[config.mk]
export PLATFORM = sky130hd
export DESIGN_NAME = ssnf_front
export DESIGN_NICKNAME = d
export VERILOG_FILES = /design/src/hw/rtl/ssnf_pkg.sv /design/src/hw/rtl/ssnf_front.sv
export SDC_FILE = /design/constraint.sdc
export NUM_CORES = 1
export LEC_CHECK = 0
export ABC_AREA = 0
export BUFFER_PORTS_ARGS = -buffer_cell sky130_fd_sc_hd__buf_2
export CORE_ASPECT_RATIO = 1.2
export CORE_MARGIN = 8
export CORE_UTILIZATION = 39
export DETAILED_ROUTE_END_ITERATION = 8
export HOLD_SLACK_MARGIN = 0.02
export PLACE_DENSITY = 0.68
export SLEW_MARGIN = 0
export SYNTH_ARGS = -nofsm -noshare
export SYNTH_HDL_FRONTEND = slang
export SYNTH_SLANG_ARGS = --single-unit
export TNS_END_PERCENT = 1
[constraint.sdc]
create_clock -name i_clk -period 3.6 [get_ports i_clk]
set_clock_uncertainty 0.05 [all_clocks]
set_input_delay 0.9 -clock i_clk [delete_from_list [all_inputs] [get_ports i_clk]]
set_output_delay 0.9 -clock i_clk [all_outputs]
set_load 0.1 [all_outputs]
[src/hw/rtl/ssnf_pkg.sv]
`default_nettype none
// ----------------------------------------------------------------------------
// ssnf_pkg
// Shared types, constants and the digit-to-segment table of the formatter.
// ----------------------------------------------------------------------------
package ssnf_pkg;

    localparam int SEG_W      = 7;
    localparam int MAX_DIGITS = 8;
    localparam int SEGS_W     = SEG_W * MAX_DIGITS;

    localparam logic OP_DEC = 1'b0;
    localparam logic OP_HEX = 1'b1;

    localparam logic [6:0]  SEG_MINUS   = 7'h40;
    localparam logic [31:0] DEC_MAX     = 32'd99999999;
    localparam logic [31:0] DEC_MIN_MAG = 32'd9999999;
    // ceil(2^35 / 10): exact quotient by ten for any 32-bit value
    localparam logic [31:0] RECIP_10    = 32'hCCCCCCCD;

    typedef struct packed {
        logic              valid;
        logic              op;
        logic [31:0]       val;
        logic [3:0]        dots;
        logic [3:0]        hex_cnt;
        logic              neg;
        logic              done;
        logic              rejected;
        logic [SEGS_W-1:0] segments;
    } t_cell_st;

    function automatic logic [6:0] seg_code(input logic [3:0] d);
        logic [6:0] c;
        case (d)
            4'h0:    c = 7'h3F;
            4'h1:    c = 7'h06;
            4'h2:    c = 7'h5B;
            4'h3:    c = 7'h4F;
            4'h4:    c = 7'h66;
            4'h5:    c = 7'h6D;
            4'h6:    c = 7'h7D;
            4'h7:    c = 7'h07;
            4'h8:    c = 7'h7F;
            4'h9:    c = 7'h6F;
            4'hA:    c = 7'h77;
            4'hB:    c = 7'h7C;
            4'hC:    c = 7'h39;
            4'hD:    c = 7'h5E;
            4'hE:    c = 7'h79;
            default: c = 7'h71;
        endcase
        return c;
    endfunction

endpackage
`default_nettype wire

[src/hw/rtl/ssnf_front.sv]
`default_nettype none
// ----------------------------------------------------------------------------
// ssnf_front
// Input stage: sign split, range check and hex count cap, registered.
// ----------------------------------------------------------------------------
module ssnf_front
    import ssnf_pkg::*;
#(
    parameter int DIGITS = 8
) (
    input  wire logic        i_clk,
    input  wire logic        i_rst_n,
    input  wire logic        i_en,
    input  wire logic        i_valid,
    input  wire logic        i_op,
    input  wire logic [31:0] i_value_bits,
    input  wire logic [3:0]  i_dots,
    input  wire logic [3:0]  i_hex_count,
    output t_cell_st         o_st
);

    localparam logic [3:0] C_DIGITS = 4'(DIGITS);

    t_cell_st    r_st;
    t_cell_st    n_st;
    logic        neg;
    logic [31:0] mag;
    logic        out_rng;

    always_comb begin
        neg     = i_value_bits[31];
        mag     = neg ? (32'd0 - i_value_bits) : i_value_bits;
        out_rng = neg ? (mag > DEC_MIN_MAG) : (i_value_bits > DEC_MAX);

        n_st          = '0;
        n_st.valid    = i_valid;
        n_st.op       = i_op;
        n_st.dots     = i_dots;
        n_st.hex_cnt  = (i_hex_count > C_DIGITS) ? C_DIGITS : i_hex_count;
        n_st.neg      = neg;
        n_st.rejected = (i_op == OP_DEC) && out_rng;
        n_st.val      = (i_op == OP_HEX) ? i_value_bits : mag;
    end

    always_ff @(posedge i_clk) begin
        if (!i_rst_n) begin
            r_st.valid <= 1'b0;
        end else if (i_en) begin
            r_st <= n_st;
        end
    end

    assign o_st = r_st;

endmodule
`default_nettype wire

After elaboration in Yosys (flattened, before gate mapping)

Index checks and enable logic that the tools add are counted.

Bits of input ports: 45
Flip-flop bits (word level): 44
Output and inout port bits: 101
Word-level logic and storage cells: 17

Add/sub/neg operators: 1
Mux-type cells: 3
Bitwise gates (word level): 1
Reduce and logical (&&, ||, !) cells: 2
Magnitude comparators: 3

Operators with widths:

| operator                                                                | number |
|---|---|
| 32-bit two-way mux                                                      | 2 |
| 32-bit by 24-bit > comparator with 1-bit output (second input constant) | 1 |
| 32-bit by 27-bit > comparator with 1-bit output (second input constant) | 1 |
| 1-bit by 32-bit subtractor with 32-bit output (first input constant)    | 1 |
| 4-bit > comparator (second input constant)                              | 1 |
| 2-bit AND reduction                                                     | 1 |
| 1-bit logical AND                                                       | 1 |
| 1-bit two-way mux                                                       | 1 |
| 1-bit NOT                                                               | 1 |

Longest topological paths before layout

Depth after elaboration: 5
Depth in mapped cells: 9
Depth with buffers taken out: 9

Least setup slack after synthesis

Ideal clock, no wire load.

Path type: input-to-reg
Start point: input port i_value_bits[1]
End point: register r_st (netlist bit o_st[56]), data pin
Path buffers: 0
Slack: 0.269 ns
Library setup time: 0.266 ns
Data arrival time: 3.015 ns
Cell stages on the path: 9
Cells stage by stage: inv_1 > ha_1 > nor4b_1 > nand2_1 > o41ai_2 > nor3b_1 > o2111ai_1 > o41ai_2 > o21ai_1

RTL lines:

| element                | RTL line         | source |
|---|---|---|
| start: declaration     | ssnf_front.sv:16 | `input wire logic [31:0] i_value_bits,` |
| end signal: assignment | ssnf_front.sv:49 | `r_st <= n_st;` |
| end: declaration       | ssnf_front.sv:24 | `t_cell_st r_st;` |

==> qor.csv <==
metric,value,unit
initial antenna violation count,0,
TritonCTS buffer count,5,
count of flip-flops with a built-in enable after synthesis,43,
crit-path max cell delay,0.60,ns
number of buffers added on ports,88,
number of max-capacitance violations reported,0,
post-route clock period utilization,0.914,
count of inserted antenna diode cells,0,
placeable core area,8150,sq um
final hold violations,0,
Largest register FFs,44,
hold buffer count at cts,0,
die width,99.8,um
number of register bits inferred by synthesis,44,
number of synthesis warnings,0,
die footprint,11600,sq um
"Design Area, Final",3840,sq um
initial core utilization,0.403,
type of origin of the critical path,input port,
Worst Hold Slack,0.471,ns
first-pass iteration count of the detailed router,5,
Clock Pin Slew Worst Setup and Hold Paths,0.09,ns
required arrival time at the worst endpoint,3.62,ns
library cell used as clock root buffer,sky130_fd_sc_hd__clkbuf_8,
H-tree depth reported by CTS,2,
leakage power,1.59,nW
post-route minimum period,3.29,ns
"Area growth, synth to finish",16.8,%
layout cell share with drive strength beyond 1,0.310,
unrepaired setup endpoints after global routing,false,
share of the core filled with cells in the final layout,0.471,
total setup violations reported at the end of the flow,0,
Area after DPL,3760,sq um
number of unique standard cell types used by synthesis,59,
"Primary FF master, synth",sky130_fd_sc_hd__edfxtp_1,
"IR drop worst, VDD",0.147,mV
data arrival time of the critical path,3.31,ns
slew at the pin with the worst max-slew slack,0.996,ns
endpoint kind of the worst setup timing path,flip-flop,
"critical path fanouts, max",5,
vias per std cell,4.94,
die height,117,um
"commonest cells after routing, fill and taps aside","sky130_fd_sc_hd__buf_2, sky130_fd_sc_hd__conb_1, sky130_fd_sc_hd__edfxtp_1, sky130_fd_sc_hd__nor2_1",
"commonest non-fill, non-tap cell in the layout",sky130_fd_sc_hd__buf_2,
clk buf depth,2,
"critical path, cell by cell","buf_2, inv_1, ha_1, or4b_1, or4_1, nor3_1, o211ai_1, a221oi_1, a21boi_0, o21ai_1",
Crit path buffers/inverters,2,
Fmax,304,MHz
sink count of the clock tree,44,
netlist area before placement,3290,sq um
crit-path leading delay family,simple AND/OR/NAND/NOR gates,
count of vias placed by the detailed router,2731,
# resized after CTS,0,
share of synthesized registers carrying an async set or reset,0,
Hold/Removal Path Class,flip-flop to flip-flop,
worst setup path category,input port to flip-flop,
total gr overflow,0,
global routing usage summed across all routing layers,0.155,
vias in the first global route,2976,
pre-CTS setup slack,-0.0283,ns
P per Cell Area,441,nW/um^2
HPWL after DPL,7030,um
relative slew slack,0.336,
sequential cell area fraction in the yosys report,0.399,
clock tree from TritonCTS,built,
gate count after technology mapping,333,
detailed-route wire length per cell,16.2,um
Final #Nets,484,
run status,completed,
pin count of the biggest net entering global routing,44,
Slew Limit Fails,0,
worst-path cell with the longest stage delay,sky130_fd_sc_hd__or4_1,
minimum setup slack in the final design,0.311,ns
number of design-rule violations left by the first detailed-router iteration,160,
DRC Markers,0,
RD Place Congestion,0.963,
Top Ports,146,
mean cell area of the mapped netlist,9.87,sq um
"Setup Fix Bufs, Post-CTS",0,
wire length of the first global-routing pass,14400,um
detailed-route wire length,8980,um
number of routed nets with antenna violations,0,
Placement Rows,36,
insertion delay of the later-clocked pin in the worst-skew pair,0.30,ns
==> power breakdown <==
part | switching (W) | leakage [nW] | internal [W]
sequential | 0.00000858 | 0.409 | 0.000610
clock | 0.000172 | 0.0422 | 0.000136
combinational | 0.000660 | 1.14 | 0.000105
total | 0.000842 | 1.59 | 0.000851
==> routing by layer <==
| layer | up-vias | track usage | wire length (um) |
|---|---|---|---|
| met4 | 0 | 0.0718 | 168 |
| met5 | - | 0 | 0 |
| met3 | 15 | 0.0358 | 750 |
| met2 | 150 | 0.266 | 4290 |
| li1 | 1302 | - | - |
| met1 | 1264 | 0.179 | 3770 |
==> area by class of cell <==
class | count | area [sq um]
Fill cell | 788 | 4310
Multi-Input combinational cell | 270 | 1660
Sequential cell | 44 | 1310
Timing Repair Buffer | 114 | 636
Tap cell | 114 | 143
Clock buffer | 7 | 76.3
Inverter | 3 | 11.3
Clock inverter | 1 | 5.00
==> logic make-up after synthesis <==
| group | after synthesis | share of synthesized area |
|---|---|---|
| AOI/OAI and AO/OA | 52 | 0.116 |
| xor gates and xnor gates | 43 | 0.115 |
| adders and majority gates | 1 | 0.00381 |
| buffers and inverters | 75 | 0.161 |
| DFF | 44 | 0.399 |
| muxes | 3 | 0.00914 |
| other | 1 | 0.00114 |
| and+or+nand+nor | 114 | 0.195 |
==> worst paths after layout <==
path | start | endpoint | slack, ns | depth (start not counted)
max | i_value_bits[1] | o_st[56] | 0.31 | 10
min | o_st[100] | o_st[100] | 0.47 | 2
max reg2reg | o_st[100] | o_st[100] | 2.96 | 2
min reg2reg | o_st[100] | o_st[100] | 0.47 | 2
==> tightest hold or removal path: cells and delay by family (launching register included) <==
kind,cells,cell delay (ns)
multiplexers,1,0.06
AND/OR/NAND/NOR,1,0.10
flip-flops,1,0.33
==> synthesized netlist by cell type, drive strengths merged, types with 2 or more instances <==
cell type  number  share of area
or4             7          0.019
nor2b           4         0.0076
o2111ai         2         0.0053
a21boi          2         0.0046
buf            64           0.15
nand3           5         0.0076
nor3b           2         0.0046
o41ai           5          0.024
inv             2         0.0023
nor4            7          0.015
clkbuf          8         0.0091
a31oi           3         0.0057
edfxtp         43           0.39
o31ai           4         0.0091
or2             5          0.010
mux2i           3         0.0091
nand2          18          0.021
nor2           30          0.034
xnor2          17          0.045
a21oi           7          0.011
o21ai          16          0.024
nor3           10          0.018
nor4b           2         0.0053
nand4           5          0.011
or3            11          0.021
xor2           26          0.069
and2            2         0.0038
a41oi           2         0.0053
==> per-stage QoR <==
step,power (W),instances,TNS [ns]
6_report,0.00169,553,0
3_5_place_dp,0.00139,545,-0.0283
2_1_floorplan,0.00133,389,0
3_3_place_gp,0.00139,545,0
5_1_grt,0.00175,553,0
4_1_cts,0.00170,553,0
(Power assumes the default switching activity.)
